==> config.mk <==
export PLATFORM = sky130hd
export DESIGN_NAME = plwm_fifo
export DESIGN_NICKNAME = d
export VERILOG_FILES = /design/src/hw/rtl/plwm_pkg.sv /design/src/hw/rtl/plwm_fifo.sv
export SDC_FILE = /design/constraint.sdc
export NUM_CORES = 1
export LEC_CHECK = 0
export BUFFER_PORTS_ARGS = -buffer_cell sky130_fd_sc_hd__buf_2
export CORE_MARGIN = 4
export CORE_UTILIZATION = 45
export DETAILED_ROUTE_END_ITERATION = 10
export PLACE_DENSITY_LB_ADDON = 0.12
export SLEW_MARGIN = 20
export SYNTH_ARGS = -nofsm -noshare
export SYNTH_HDL_FRONTEND = slang
export SYNTH_SLANG_ARGS = --single-unit
==> constraint.sdc <==
create_clock -name i_clk -period 14.8 [get_ports i_clk]
set_clock_uncertainty 0.15 [all_clocks]
set_input_delay 2.22 -clock i_clk [delete_from_list [all_inputs] [get_ports i_clk]]
set_output_delay 2.22 -clock i_clk [all_outputs]
set_load 0.05 [all_outputs]
==> src/hw/rtl/plwm_pkg.sv <==
`timescale 1ns / 1ps
// ----------------------------------------------------------------------------
// plwm_pkg
// Shared types and constants of the piecewise-linear time map unit.
// ----------------------------------------------------------------------------
package plwm_pkg;

    localparam int TIME_BITS = 32;
    localparam int PROD_BITS = 2 * TIME_BITS;
    localparam int DCNT_W    = $clog2(PROD_BITS + 1);
    localparam int IDX_W     = 6;
    localparam int COUNT_W   = 7;

    localparam logic [1:0] FUNC_WRITE = 2'd0;
    localparam logic [1:0] FUNC_FWD   = 2'd1;
    localparam logic [1:0] FUNC_INV   = 2'd2;
    localparam logic [1:0] FUNC_RANGE = 2'd3;

    typedef enum logic [1:0] {
        OP_WRITE = FUNC_WRITE,
        OP_FWD   = FUNC_FWD,
        OP_INV   = FUNC_INV,
        OP_RANGE = FUNC_RANGE
    } t_op;

    typedef struct packed {
        logic [1:0]           func;
        logic [IDX_W-1:0]     entry_index;
        logic [TIME_BITS-1:0] time_a;
        logic [TIME_BITS-1:0] time_b;
    } t_in_beat;

    typedef struct packed {
        logic [TIME_BITS-1:0] mapped_time;
        logic                 is_identity;
    } t_out_beat;

    // Classified command handed from the front end to the back end.
    typedef struct packed {
        t_op                  op;
        logic                 wr_ok;
        logic [IDX_W-1:0]     entry_index;
        logic [TIME_BITS-1:0] time_a;
        logic [TIME_BITS-1:0] time_b;
    } t_cmd;

endpackage

==> src/hw/rtl/plwm_fifo.sv <==
`timescale 1ns / 1ps
// ----------------------------------------------------------------------------
// plwm_fifo
// Two-entry command queue between the front end and the back end.
// ----------------------------------------------------------------------------
module plwm_fifo (
    input  logic           i_clk,
    input  logic           i_rst_n,
    input  logic           i_push,
    input  plwm_pkg::t_cmd i_cmd,
    output logic           o_full,
    input  logic           i_pop,
    output plwm_pkg::t_cmd o_cmd,
    output logic           o_empty
);

    plwm_pkg::t_cmd r_mem [2];
    logic           r_wp;
    logic           r_rp;
    logic [1:0]     r_cnt;
    logic           c_wr;
    logic           c_rd;

    assign o_full  = (r_cnt == 2'd2);
    assign o_empty = (r_cnt == 2'd0);
    assign o_cmd   = r_mem[r_rp];
    assign c_wr    = i_push && !o_full;
    assign c_rd    = i_pop && !o_empty;

    always_ff @(posedge i_clk) begin
        if (!i_rst_n) begin
            r_wp  <= 1'b0;
            r_rp  <= 1'b0;
            r_cnt <= 2'd0;
        end else begin
            if (c_wr) begin
                r_mem[r_wp] <= i_cmd;
                r_wp        <= ~r_wp;
            end
            if (c_rd) begin
                r_rp <= ~r_rp;
            end
            if (c_wr && !c_rd) begin
                r_cnt <= r_cnt + 2'd1;
            end else if (c_rd && !c_wr) begin
                r_cnt <= r_cnt - 2'd1;
            end
        end
    end

endmodule

==> summary.txt <==
Power
  – Power Total: 1.32 mW
  – Max IR drop VDD: 0.101 mV
  – P per Cell Area: approximately 190 nW/µm²
  – P_leak: 2.59 nW

STA
  – Setup_tns: 0 ns
  – Final setup viols: 0
  – Final Hold Fails: 0
  – Fmax: 222 MHz
  – Tmin final: 4.50 ns
  – Actual slew at the worst max-slew pin: 1.04 ns
  – Tcrit/Tclk final: 30.4%
  – Relative max-transition margin: 30.7%
  – Unrepaired setup endpoints after global routing: false
  – Fin Hold WS: 0.368 ns
  – Final Max Tran Viols: 0

Drt
  – Routed Wire Length: between 9000 and 10000 µm
  – DRC: 0
  – Vias per Instance: 4.89
  – Vias after detailed routing: 2817
  – DRT iter0 DRCs: 142
  – Detailed Routing Iterations Pass 1: 4
  – DR WL/cell: 16.7 µm
  – Number of routed nets with antenna violations: 0

Final layout
  – Area Growth Syn to Fin: 26.5%
  – Final core occ: 57.9%
  – Post-layout net count: between 400 and 500
  – Fill count: 954
  – Final Non-Filler Cells: ~580
  – Layout cell share with drive strength beyond 1: 60.1%
  – Ant diodes: 0

Worst setup path
  – CP max-delay cell: dfxtp_4
  – WS Path Type: flip-flop to output pin
  – Crit path launch type: flip-flop
  – Critical path arrival: 2.13 ns
  – CP Data Required Time: 12.43 ns
  – Setup crit end kind: output pin
  – Crit path cell chain: mux2_2, buf_2
  – Cell family with most CP delay: flip-flops
  – Slowest stage delay, CP: between 0.9 and 1 ns
  – Max FO, Critical Path: 73
  – CP bufs+invs: 1

Clocking
  – H-tree depth: 4
  – Post-cts repair resize count: 0
  – Hold buffers post-CTS: 0
  – Clk sink count: between 150 and 200
  – Clock root cell: clkbuf_16
  – Max Root-Sink Buffers: 2
  – Clock-pin slew on the worst setup and hold paths: 0.06 ns
  – Setup Fix Bufs, Post-CTS: 0
  – Cts bufs inserted: 17
  – TritonCTS clock tree: built
  – Clock Latency Late Sink: 0.40 ns

Yosys
  – Syn_nets: 330
  – Mean post-synth cell area: 21.8 µm²
  – Largest cells by area after synthesis: edfxtp_1, mux2_2, dfxtp_1
  – Area leader, netlist: edfxtp_1
  – Synth top area share: 79.7%
  – Sequential area share after synthesis: 81.5%
  – Post-Syn Area: 5500 µm²
  – Syn Inst Count: around 250
  – Yosys cell types: 18
  – Yosys warns: 0
  – FF+latch count, synth: about 150

Global route
  – Gr usage total: between 10% and 20%
  – Vias in the first global route: 3072
  – Antenna violations before repair: 0
  – Grt ovf: 0
  – Largest net degree at the start of global routing: 74
  – First-pass GRT wire length: 15300 µm

Flow run
  – Max-cap violations: 0

Placement
  – Buffers on Ports: 151
  – Detailed Place HPWL: 5920 µm
  – Routability cong.: approximately 0.73
  – Cell count after placement: 544

Die
  – FP Rows: 40
  – Initial Utilization: a little under half
  – DIE HEIGHT: 119 µm
  – I/O pins: 152
  – Core Area: 12000 µm²
  – Die W: 119 µm
  – Die Area: 14100 µm²

Status
  – Outcome: finished, final reports clean

Hold path
  – Min-delay worst type: flip-flop to flip-flop
==> logic make-up after synthesis <==
family	count (synthesis)	synth area share (%)
flip-flops	151	81.5
multiplexers	73	14.9
AND/OR/NAND/NOR	10	1.14
buffers and inverters	9	1.11
AO/OA/AOI/OAI	5	0.546
XOR/XNOR	3	0.478
adder cells (fa/ha/maj)	1	0.227
==> cell usage after synthesis (all sizes together) <==
cell / n
a21boi: 2
and2: 3
and3: 1
buf: 8
dfxtp: 5
edfxtp: 146
ha: 1
inv: 1
mux2: 73
nor2: 2
nor2b: 1
nor4b: 1
o21ai: 3
or3: 2
xnor2: 2
xor2: 1
==> worst paths after layout <==
path	from	to	slack, ns	depth (start not counted)
setup / recovery	flip-flop	o_cmd[59]	10.30	2
hold / removal	r_cnt[1]$_SDFFE_PN0P_	r_cnt[1]$_SDFFE_PN0P_	0.37	2
setup reg to reg	r_cnt[0]$_SDFFE_PN0P_	r_mem[1][3]$_DFFE_PP_	12.65	3
hold reg to reg	r_cnt[1]$_SDFFE_PN0P_	r_cnt[1]$_SDFFE_PN0P_	0.37	2
==> worst min-delay path: cells and delay by family (launching register included) <==
family          cells  cell delay, ns
flops               1            0.33
compound gates      2            0.14
==> cells in the final DEF, fill, tap and decap left out, types with 2 or more instances in the layout <==
| cell | count |
|---|---|
| mux2_2 | 73 |
| bufinv_16 | 2 |
| nor2_1 | 2 |
| buf_2 | 151 |
| edfxtp_1 | 146 |
| clkinv_1 | 2 |
| a21boi_1 | 2 |
| buf_4 | 2 |
| or3_1 | 2 |
| clkinv_2 | 9 |
| o21ai_0 | 2 |
| dfxtp_1 | 4 |
| xnor2_1 | 2 |
| clkbuf_1 | 2 |
| and2_1 | 3 |
| clkbuf_16 | 17 |
==> metal layers <==
metal	up-vias	GRT usage, %	part of all wire [%]
met5	-	0	0
li1	1333	-	-
met4	0	6.88	1.9
met2	93	24.7	51
met3	13	5.45	6.4
met1	1378	15.4	41
==> registers in the layout, summed over array words and instances (netlist names), named ones only <==
register  count
r_cnt         2
r_wp          1
r_mem       146
r_rp          1
==> power breakdown <==
group          internal (mW)  switching [mW]  leakage (nW)
clock network          0.244           0.152         0.278
logic                  0.115           0.264         0.928
registers              0.510          0.0375          1.38
total                  0.869           0.454          2.59
==> per-stage QoR <==
| stage | setup slack (ns) | cell area [µm²] |
|---|---|---|
| 6_report | 10.30 | 6960 |
| 5_1_grt | 10.20 | 6960 |
| 4_1_cts | 10.25 | 6960 |
| 3_5_place_dp | 10.70 | 6410 |
| 3_3_place_gp | 10.69 | 6410 |
| 2_1_floorplan | 4.12 | 5500 |
==> area by class of cell <==
class	count	area, µm²	area share (%)
clock buffers	19	433	6.22
clock inverters	13	113	1.62
inverters	1	3.75	0.0540
multi-input cells	92	965	13.9
flip-flops and latches	151	4490	64.5
well taps	147	184	2.64
repair buffers	153	771	11.1
Note: power is estimated with default switching activity, not from simulation.
