--- src/hw/rtl/plwm_pkg.sv ---
`timescale 1ns / 1ps
// ----------------------------------------------------------------------------
// plwm_pkg
// Shared types and constants of the piecewise-linear time map unit.
// ----------------------------------------------------------------------------
package plwm_pkg;

    localparam int TIME_BITS = 32;
    localparam int PROD_BITS = 2 * TIME_BITS;
    localparam int DCNT_W    = $clog2(PROD_BITS + 1);
    localparam int IDX_W     = 6;
    localparam int COUNT_W   = 7;

    localparam logic [1:0] FUNC_WRITE = 2'd0;
    localparam logic [1:0] FUNC_FWD   = 2'd1;
    localparam logic [1:0] FUNC_INV   = 2'd2;
    localparam logic [1:0] FUNC_RANGE = 2'd3;

    typedef enum logic [1:0] {
        OP_WRITE = FUNC_WRITE,
        OP_FWD   = FUNC_FWD,
        OP_INV   = FUNC_INV,
        OP_RANGE = FUNC_RANGE
    } t_op;

    typedef struct packed {
        logic [1:0]           func;
        logic [IDX_W-1:0]     entry_index;
        logic [TIME_BITS-1:0] time_a;
        logic [TIME_BITS-1:0] time_b;
    } t_in_beat;

    typedef struct packed {
        logic [TIME_BITS-1:0] mapped_time;
        logic                 is_identity;
    } t_out_beat;

    // Classified command handed from the front end to the back end.
    typedef struct packed {
        t_op                  op;
        logic                 wr_ok;
        logic [IDX_W-1:0]     entry_index;
        logic [TIME_BITS-1:0] time_a;
        logic [TIME_BITS-1:0] time_b;
    } t_cmd;

endpackage

--- src/hw/rtl/plwm_front.sv ---
`timescale 1ns / 1ps
// ----------------------------------------------------------------------------
// plwm_front
// Accepts input beats, decodes the function and range-checks writes.
// ----------------------------------------------------------------------------
module plwm_front #(
    parameter int MAX_HANDLES = 64
) (
    input  logic               i_clk,
    input  logic               i_rst_n,
    input  logic               i_in_valid,
    output logic               o_in_ready,
    input  plwm_pkg::t_in_beat i_in_beat,
    output logic               o_push,
    output plwm_pkg::t_cmd     o_cmd,
    input  logic               i_full
);

    logic           r_valid;
    plwm_pkg::t_cmd r_cmd;
    plwm_pkg::t_cmd n_cmd;

    always_comb begin
        n_cmd.op          = plwm_pkg::t_op'(i_in_beat.func);
        n_cmd.wr_ok       = (32'(i_in_beat.entry_index) < MAX_HANDLES);
        n_cmd.entry_index = i_in_beat.entry_index;
        n_cmd.time_a      = i_in_beat.time_a;
        n_cmd.time_b      = i_in_beat.time_b;
    end

    assign o_in_ready = !r_valid || !i_full;
    assign o_push     = r_valid;
    assign o_cmd      = r_cmd;

    always_ff @(posedge i_clk) begin
        if (!i_rst_n) begin
            r_valid <= 1'b0;
        end else begin
            if (i_in_valid && o_in_ready) begin
                r_valid <= 1'b1;
                r_cmd   <= n_cmd;
            end else if (!i_full) begin
                r_valid <= 1'b0;
            end
        end
    end

endmodule

--- config.mk ---
export PLATFORM = sky130hd
export DESIGN_NAME = plwm_front
export DESIGN_NICKNAME = d
export VERILOG_FILES = /design/src/hw/rtl/plwm_pkg.sv /design/src/hw/rtl/plwm_front.sv
export SDC_FILE = /design/constraint.sdc
export NUM_CORES = 1
export LEC_CHECK = 0
export ABC_AREA = 1
export BUFFER_PORTS_ARGS = -buffer_cell sky130_fd_sc_hd__buf_2
export CAP_MARGIN = 10
export CORE_MARGIN = 2
export CORE_UTILIZATION = 44
export CTS_CLUSTER_SIZE = 16
export DETAILED_ROUTE_END_ITERATION = 8
export PLACE_DENSITY = 0.84
export RECOVER_POWER = 50
export SYNTH_ARGS = -nofsm -noshare
export SYNTH_HDL_FRONTEND = slang
export SYNTH_SLANG_ARGS = --single-unit
--- constraint.sdc ---
create_clock -name i_clk -period 8.9 [get_ports i_clk]
set_input_delay 1.335 -clock i_clk [delete_from_list [all_inputs] [get_ports i_clk]]
set_output_delay 1.335 -clock i_clk [all_outputs]
set_load 0.1 [all_outputs]
==> qor.csv, run 1 <==
stage;metric;value;unit
run_status;status;finished clean;
detailed_routing;via/cell ratio;4.38;
clock_tree;Worst-Skew Late Latency;0.34;ns
grt;Total GRT Usage;0.175;
worst_setup_path;CP max FO;2;
grt;initial antenna violation count;1;
detailed_routing;DRC viols;0;
timing;Max Clock Freq;302;MHz
worst_setup_path;Data arrival, critical path;1.98;ns
detailed_routing;Pre-Repair DR Iteration Count;4;
final_layout;fin nets;317;
clock_tree;cts hold-fix bufs;0;
clock_tree;Resize count post-CTS;0;
synth;share of the yosys chip area belonging to registers;0.982;
timing;Least-Margin Pin Slew;1.22;ns
timing;RSZ-0062 raised after global routing;no;
final_layout;Post-Layout Cell Count;314;
placement;hpwl dp;3510;um
synth;Mapped Area;2220;um^2
floorplanning;DIE HEIGHT;75.1;um
final_layout;Final Util;0.671;
final_layout;share of layout cells above drive strength 1;0.528;
grt;global-route wire length before repair;6580;um
hold_path;HP Class;flop to flop;
synth;cell count after synthesis;81;
detailed_routing;DR WL/cell;16.1;um
final_layout;Area growth syn-to-layout;44.4;%
worst_setup_path;CP Launch Type;input pin;
final_layout;area of all sequential standard cells;2180;um^2
detailed_routing;Total Wirelength;5050;um
timing;Final Cycle Share;0.372;
synth;Ys Warns;0;
timing;final hold slack;0.536;ns
grt;pin count of the biggest net entering global routing;73;
clock_tree;Clock Tree Root;clkbuf_8;
timing;final setup fails;0;
timing;normalized max-slew margin;0.193;
clock_tree;CTS tree;yes;
worst_setup_path;crit path kind;input pin to primary output;
grt;grt ovf;0;
flow_run;max cap viols;0;
floorplanning;row count;25;
power;Max VDD drop;0.230;mV
synth;post-synth cell types;9;
floorplanning;I/O pin count;151;
clock_tree;clock sink count;73;
timing;TNS Setup;0;ns
clock_tree;Inserted Clock Buffers;9;
detailed_routing;Via Count;1374;
power;pwr dens;246;nW/um^2
floorplanning;CORE AREA;4790;um^2
placement;cell count after placement;297;
timing;fin. max-slew vios;0;
grt;vias in the first global route;1400;
floorplanning;die area;5630;um^2
floorplanning;Die Wd;75.1;um
worst_setup_path;crit end category;primary output;
placement;Port Buffers;149;
final_layout;fillers;351;
clock_tree;Clock Pin Slew Worst Setup and Hold Paths;0.08;ns
detailed_routing;Post-DRT Antenna Nets;0;
clock_tree;H-tree level count;3;
timing;Final Hold Fails;0;
timing;Final Skew;0.0105;ns
final_layout;most frequent cells in the layout;buf_2, edfxtp_1, clkbuf_1;
timing;Final Critical Period;3.31;ns
power;Leak;1.28;nW
final_layout;multi-input combinational cell area;33.8;um^2
worst_setup_path;Worst EP required;7.57;ns
placement;Placer Congestion;0.701;
synth;Avg Cell Area, Syn;27.4;um^2
clock_tree;clk buf depth;2;
clock_tree;postcts setup bufs;0;
floorplanning;Starting Density;0.464;
synth;Post-Synthesis Net Count;157;
power;total power;0.000789;W
synth;#FFs+latches synth;73;
detailed_routing;initial DRC count;61;
final_layout;most common cell after layout, fill and taps aside;buf_2;
[power breakdown]
group	switching [W]	total [W]	internal (W)
sequential	0.00000348	0.000399	0.000395
combinational	0.000120	0.000139	0.0000190
clock	0.000120	0.000251	0.000130
total	0.000244	0.000789	0.000545
[metrics by stage]
stage	worst slack (ns)	area, um^2
after floorplan	4.80	2220
after global placement	5.63	3060
after detailed placement	5.62	3060
after CTS	5.58	3250
after global routing	5.57	3210
final	5.59	3210
[cell usage after synthesis]
cell	instances	share of area
edfxtp_1	72	0.97
nand2_1	2	0.0034
nand2_2	1	0.0028
inv_2	1	0.0017
nand3_1	1	0.0023
conb_1	1	0.0017
buf_4	1	0.0034
dfxtp_1	1	0.0090
nor2_2	1	0.0028
[kinds of logic after synthesis]
| family | after synthesis | share of synthesized area |
|---|---|---|
| buffers and inverters | 2 | 0.00507 |
| DFF | 73 | 0.982 |
| other | 1 | 0.00169 |
| and+or+nand+nor | 5 | 0.0113 |
[critical path, cell delays in order]
cell	delay (ns)
buf_2	0.11
nand2_2	0.08
buf_2	0.44
[registers in the layout (all words and copies together), names as in the netlist]
register,flops
o_push,1
o_cmd,72
[path summary, 6_finish.rpt]
check | startpoint | to | slack, ns | cells past startpoint
max | i_full | o_in_ready | 5.59 | 3
min | o_push | o_push | 0.54 | 2
max reg2reg | o_push | o_cmd[58] | 7.27 | 4
min reg2reg | o_push | o_push | 0.54 | 2
[final cells by class]
type,instances,share of cell area
clock inverters,6,0.0218
diodes,1,0.000780
clock buffers,10,0.0398
multi-input cells,6,0.0105
repair buffers,150,0.220
well taps,67,0.0261
inverters,1,0.00117
flip-flops and latches,73,0.680
[layer usage]
layer / GRT usage / share of wire
met5: 0 / 0
met4: 0.0952 / 0.018
met1: 0.171 / 0.33
met3: 0.0910 / 0.11
met2: 0.298 / 0.54
(Power assumes the default switching activity.)
==> inputs of run 2 (changes only) <==
--- a/config.mk
+++ b/config.mk
@@ -5,14 +5,14 @@
 export SDC_FILE = /design/constraint.sdc
 export NUM_CORES = 1
 export LEC_CHECK = 0
-export ABC_AREA = 1
+export ABC_AREA = 0
 export BUFFER_PORTS_ARGS = -buffer_cell sky130_fd_sc_hd__buf_2
 export CAP_MARGIN = 10
 export CORE_MARGIN = 2
-export CORE_UTILIZATION = 44
+export CORE_UTILIZATION = 36
 export CTS_CLUSTER_SIZE = 16
 export DETAILED_ROUTE_END_ITERATION = 8
-export PLACE_DENSITY = 0.84
+export PLACE_DENSITY = 0.74
 export RECOVER_POWER = 50
 export SYNTH_ARGS = -nofsm -noshare
 export SYNTH_HDL_FRONTEND = slang
==> constraint.sdc (replaced) <==
create_clock -name i_clk -period 2.8 [get_ports i_clk]
set_input_delay 0.42 -clock i_clk [delete_from_list [all_inputs] [get_ports i_clk]]
set_output_delay 0.42 -clock i_clk [all_outputs]
set_load 0.1 [all_outputs]
==> qor.csv, run 2 <==
stage;metric;value;unit;change
final_layout;share of layout cells above drive strength 1;0.683;;+0.155
timing;final hold slack;0.253;ns;-0.283 ns
final_layout;Area growth syn-to-layout;48.1;%;
synth;#FFs+latches synth;73;;unchanged
grt;vias in the first global route;1363;;-2.6%
synth;FFs w/ async S/R, synth;0;;unchanged
synth;cell count after synthesis;79;;-2.5%
timing;Max Clock Freq;641;MHz;
clock_tree;postcts setup bufs;0;;unchanged
grt;met2 global-route usage;0.210;;-0.0878
floorplanning;Die Wd;82.4;um;+9.8%
synth;most common flop cell mapped by yosys;edfxtp_1;;
detailed_routing;DRC viols;0;;unchanged
grt;initial antenna violation count;1;;unchanged
floorplanning;DIE HEIGHT;82.4;um;+9.8%
worst_setup_path;CP Buf/Inv Count;1;;-1
timing;fin. max-slew vios;0;;unchanged
placement;Port Buffers;149;;unchanged
synth;Post-Synthesis Net Count;155;;-1.3%
worst_setup_path;CP max stage delay;0.44;ns;about the same
grt;GR Util met3;0.0837;;-0.00734
placement;Placer Congestion;0.802;;+14%
worst_setup_path;crit end category;primary output;;
timing;RSZ-0062 raised after global routing;no;;
flow_run;max cap viols;0;;unchanged
synth;Yosys top cell by area;edfxtp_1;;
final_layout;fin nets;315;;-0.63%
detailed_routing;DR WL/cell;14.6;um;-9.0%
power;Clk network pwr share;0.335;;+0.017
clock_tree;clock sink count;73;;unchanged
synth;post-synth cell types;8;;-1
floorplanning;die area;6790;um^2;+21%
clock_tree;clk buf depth;2;;unchanged
worst_setup_path;Data arrival, critical path;1.14;ns;-0.84 ns
power;sw frac;0.292;;-0.0172
grt;pin count of the biggest net entering global routing;73;;unchanged
worst_setup_path;CP Cell Sequence;buf_2;;
timing;Final Cycle Share;0.557;;
hold_path;HP Class;input pin to flop;;
synth;top post-synthesis cells by area;edfxtp_1, dfxtp_1, buf_4;;
clock_tree;Clock Tree Root;clkbuf_8;;
clock_tree;Worst-Skew Late Latency;0.34;ns;about the same
detailed_routing;initial DRC count;27;;-56%
synth;Avg Cell Area, Syn;28.0;um^2;+2.2%
power;sequential share of power;0.493;;-0.013
clock_tree;Clock Pin Slew Worst Setup and Hold Paths;0.08;ns;about the same
final_layout;most common cell after layout, fill and taps aside;buf_2;;
grt;Total GRT Usage;0.138;;-0.0374
placement;hpwl dp;3350;um;-4.6%
worst_setup_path;critical path's slowest cell;buf_2;;
power;Pint;0.00182;W;+230%
power;Max VDD drop;0.410;mV;+78%
worst_setup_path;crit path kind;flop to primary output;;
power;Comb pwr share;0.172;;-0.005
timing;Final Hold Fails;0;;unchanged
final_layout;Post-Layout Cell Count;319;;+1.6%
floorplanning;row count;28;;+12%
synth;top-area cell type share of the netlist area;0.976;;+0.00330
grt;global-route wire length before repair;6330;um;-3.8%
detailed_routing;Via Count;1334;;-2.9%
synth;Ys Warns;0;;unchanged
timing;Final Critical Period;1.56;ns;
worst_setup_path;CP max FO;3;;+1
worst_setup_path;Worst EP required;2.38;ns;-5.19 ns
timing;TNS Setup;0;ns;unchanged
synth;count leader, synth;edfxtp_1;;
clock_tree;CTS tree;yes;;
clock_tree;Inserted Clock Buffers;9;;unchanged
worst_setup_path;CP Launch Type;flop;;
detailed_routing;Post-DRT Antenna Nets;0;;unchanged
power;Net Sw Power;0.000750;W;+210%
power;pwr dens;782;nW/um^2;+220%
final_layout;most frequent cells in the layout;buf_2, edfxtp_1, clkbuf_8;;
grt;grt met1 use;0.139;;-0.0322
synth;Mapped Area;2210;um^2;-0.34%
placement;cell count after placement;303;;+2.0%
synth;share of the yosys chip area belonging to registers;0.985;;+0.00333
floorplanning;CORE AREA;5920;um^2;+24%
clock_tree;H-tree level count;3;;unchanged
clock_tree;cts hold-fix bufs;0;;unchanged
detailed_routing;Pre-Repair DR Iteration Count;4;;unchanged
final_layout;Final Util;0.554;;-0.116
grt;grt ovf;0;;unchanged
placement;Placed Area;3070;um^2;+0.49%
final_layout;design area;3280;um^2;+2.2%
detailed_routing;Total Wirelength;4670;um;-7.5%
detailed_routing;via/cell ratio;4.18;;-4.4%
worst_setup_path;Worst path top cell family by delay;buffers and inverters;;
timing;Final Skew;0.00857;ns;-0.00195 ns
synth;Post-synth EDFFs;72;;unchanged
floorplanning;Starting Density;0.374;;-0.0903
clock_tree;Resize count post-CTS;0;;unchanged
final_layout;max FFs per register;72;;unchanged
power;Leak;1.39;nW;+8.6%
floorplanning;I/O pin count;151;;unchanged
timing;final setup fails;0;;unchanged
run_status;status;finished clean;;
grt;Most Crowded Layer GR;met2;;
==> run 2: layout make-up <==
type                    count  area (um^2)
multi-input cells           5         28.8
diodes                      1         2.50
well taps                  75         93.8
clock buffers               9          124
repair buffers            150          766
clock inverters             6         83.8
flip-flops and latches     73         2180
fillers                   484         2640
==> run 2: final timing paths <==
| path | startpoint | to | slack (ns) | cells after the start |
|---|---|---|---|---|
| setup / recovery | o_push | o_push | 1.24 | 1 |
| hold / removal | i_in_beat[6] | o_cmd[6] | 0.25 | 1 |
| hold reg to reg | o_push | o_push | 0.56 | 2 |
| setup reg to reg | o_push | o_cmd[71] | 1.52 | 3 |
==> run 2: power by group through the flow <==
stage	registers [W]	clock network, W	logic, W
finish	0.00127	0.000859	0.000441
global route	0.00127	0.000924	0.000455
CTS	0.00127	0.000888	0.000444
detailed placement	0.00129	0	0.000444
global placement	0.00129	0	0.000439
floorplan	0.00161	0	0.0000293
==> run 2: cell families (layout without fill, tap and decap cells) <==
kind of cell	count (synthesis)	count (layout)	synth area share
AOI/OAI and AO/OA	1	1	0.00226
other	1	2	0.00169
buffers and inverters	1	165	0.00339
DFF	73	73	0.985
and+or+nand+nor	3	3	0.00735
==> run 2: metal layers <==
metal,up-vias,share of wire,wire length (um)
li1,633,-,-
met5,-,0,0
met2,91,0.50,2320
met3,11,0.14,643
met4,0,0.026,122
met1,599,0.34,1590
==> run 2: per-stage QoR <==
stage               power [W]  setup WS, ns
floorplan             0.00164         0.360
global placement      0.00173          1.32
detailed placement    0.00173          1.30
CTS                   0.00260          1.23
global route          0.00265          1.18
finish                0.00257          1.24
==> inputs of run 3 (changes only) <==
--- a/config.mk
+++ b/config.mk
@@ -9,10 +9,10 @@
 export BUFFER_PORTS_ARGS = -buffer_cell sky130_fd_sc_hd__buf_2
 export CAP_MARGIN = 10
 export CORE_MARGIN = 2
-export CORE_UTILIZATION = 36
+export CORE_UTILIZATION = 40
 export CTS_CLUSTER_SIZE = 16
 export DETAILED_ROUTE_END_ITERATION = 8
-export PLACE_DENSITY = 0.74
+export PLACE_DENSITY = 0.78
 export RECOVER_POWER = 50
 export SYNTH_ARGS = -nofsm -noshare
 export SYNTH_HDL_FRONTEND = slang
==> constraint.sdc (replaced) <==
create_clock -name i_clk -period 1.5 [get_ports i_clk]
set_input_delay 0.225 -clock i_clk [delete_from_list [all_inputs] [get_ports i_clk]]
set_output_delay 0.225 -clock i_clk [all_outputs]
set_load 0.1 [all_outputs]
==> qor.csv, run 3 (same netlist as run 2, synthesis figures left out) <==
stage;metric;value;unit;change
run_status;status;finished clean;;
detailed_routing;initial DRC count;35;;+30%
final_layout;multi-input combinational cell area;46.3;um^2;+61%
floorplanning;row count;27;;-3.6%
floorplanning;Starting Density;0.407;;+0.0331
hold_path;Endpoint, Worst Hold;o_cmd[19];;
floorplanning;CORE AREA;5440;um^2;-8.1%
clock_tree;clk buf depth;2;;unchanged
detailed_routing;Pre-Repair DR Iteration Count;4;;unchanged
timing;TNS Setup;0;ns;unchanged
placement;Placer Congestion;0.679;;-15%
hold_path;hold path start;i_in_beat[19];;
floorplanning;die area;6150;um^2;-9.5%
worst_setup_path;Data arrival, critical path;1.19;ns;+0.05 ns
clock_tree;H-tree level count;3;;unchanged
grt;vias in the first global route;1370;;+0.51%
detailed_routing;DRC viols;0;;unchanged
final_layout;area of all sequential standard cells;2190;um^2;+0.17%
worst_setup_path;CP max FO;3;;unchanged
worst_setup_path;worst r2r path cells;3;;unchanged
grt;grt ovf;0;;unchanged
power;Leak;1.40;nW;+1.3%
final_layout;most common cell after layout, fill and taps aside;buf_2;;
grt;pin count of the biggest net entering global routing;36;;-51%
floorplanning;DIE HEIGHT;78.4;um;-4.9%
clock_tree;Inserted Clock Buffers;9;;unchanged
clock_tree;postcts setup bufs;0;;unchanged
placement;Port Buffers;149;;unchanged
worst_setup_path;CP Launch Type;flop;;
worst_setup_path;crit path kind;flop to primary output;;
timing;Final Cycle Share;0.941;;
timing;Final Skew;0.00617;ns;-0.00240 ns
floorplanning;I/O pin count;151;;unchanged
timing;Final Hold Fails;0;;unchanged
clock_tree;cts hold-fix bufs;0;;unchanged
grt;Total GRT Usage;0.148;;+0.0101
worst_setup_path;Worst EP required;1.27;ns;-1.11 ns
detailed_routing;Via Count;1346;;+0.90%
grt;global-route wire length before repair;6400;um;+1.1%
worst_setup_path;reg2reg start;o_push;;
clock_tree;Worst-Skew Late Latency;0.34;ns;about the same
final_layout;max FFs per register;72;;unchanged
power;pwr dens;1450;nW/um^2;+86%
timing;Max Clock Freq;708;MHz;
timing;fin. max-slew vios;0;;unchanged
clock_tree;Clock Tree Root;clkbuf_8;;
detailed_routing;DR WL/cell;13.9;um;-5.2%
hold_path;HP Class;input pin to flop;;
clock_tree;clock sink count;73;;unchanged
detailed_routing;Total Wirelength;4400;um;-5.8%
detailed_routing;Post-DRT Antenna Nets;0;;unchanged
final_layout;fillers;405;;-16%
clock_tree;Resize count post-CTS;0;;unchanged
floorplanning;Die Wd;78.4;um;-4.9%
final_layout;Area growth syn-to-layout;50.2;%;
worst_setup_path;crit end category;primary output;;
final_layout;fin nets;316;;+0.32%
timing;Final Critical Period;1.41;ns;
hold_path;Hold Crit Depth;1;;unchanged
clock_tree;Clock Pin Slew Worst Setup and Hold Paths;0.08;ns;about the same
timing;final setup fails;0;;unchanged
grt;initial antenna violation count;1;;unchanged
worst_setup_path;r2r setup slk;0.25;ns;-1.27 ns
worst_setup_path;FF-to-FF End;o_cmd[21];;
final_layout;share of layout cells above drive strength 1;0.690;;+0.00667
timing;final hold slack;0.0522;ns;-0.201 ns
final_layout;most frequent cells in the layout;buf_2, edfxtp_1, clkbuf_8;;
power;Max VDD drop;1.17;mV;+190%
final_layout;Antenna diodes;0;;-1
flow_run;max cap viols;0;;unchanged
timing;RSZ-0062 raised after global routing;no;;
clock_tree;CTS tree;yes;;
detailed_routing;via/cell ratio;4.25;;+1.5%
==> run 3: cell count changes in the layout (fill, tap and decap cells not counted), sizes merged <==
cell,before,now
clkinvlp,2,1
diode,1,0
clkbuf,9,10
clkinv,2,4
==> run 3: cell type report <==
cell class,count,area share
clock buffer,9,0.0372
clock inverter,7,0.0286
multi-input combinational,5,0.0139
sequential,73,0.657
tap,72,0.0271
timing repair buffer,151,0.236
==> run 3: layer usage <==
metal / up-vias / part of all wire / track usage
met3: 11 / 0.14 / 0.102
li1: 637 / - / -
met2: 90 / 0.52 / 0.243
met1: 606 / 0.32 / 0.140
met5: - / 0.0030 / 0
met4: 2 / 0.018 / 0.0684
==> run 3: metrics by stage <==
step	cell area (um^2)	power, W	std cells	setup WS, ns	utilization
after floorplan	2240	0.00306	79	-0.238	-
after global placement	3110	0.00324	301	0.271	0.571
after detailed placement	3110	0.00325	301	0.259	0.571
after CTS	3330	0.00488	317	0.0691	0.612
after global routing	3330	0.00497	317	0.0566	0.611
final	3330	0.00483	317	0.0885	0.611
==> run 3: critical path, cell delays in order (launching register included) <==
cell and delay (ns):
dfxtp_4 0.37, nand2_8 0.06, buf_2 0.41
==> run 3: how the worst max path moves through the flow <==
stage,start,end,slack (ns),cells after the start
3_5_place_dp,i_full,o_cmd[54],0.26,4
3_3_place_gp,i_full,o_cmd[12],0.27,4
5_1_grt,o_push,o_in_ready,0.06,2
2_1_floorplan,o_push,o_cmd[0],-0.24,2
6_report,o_push,o_in_ready,0.09,2
4_1_cts,o_push,o_in_ready,0.07,2
==> run 3: power breakdown <==
part | leakage [nW] | internal (W) | switching (W)
combinational | 0.615 | 0.000135 | 0.000699
sequential | 0.681 | 0.00234 | 0.0000198
clock | 0.109 | 0.000935 | 0.000698
total | 1.40 | 0.00341 | 0.00142
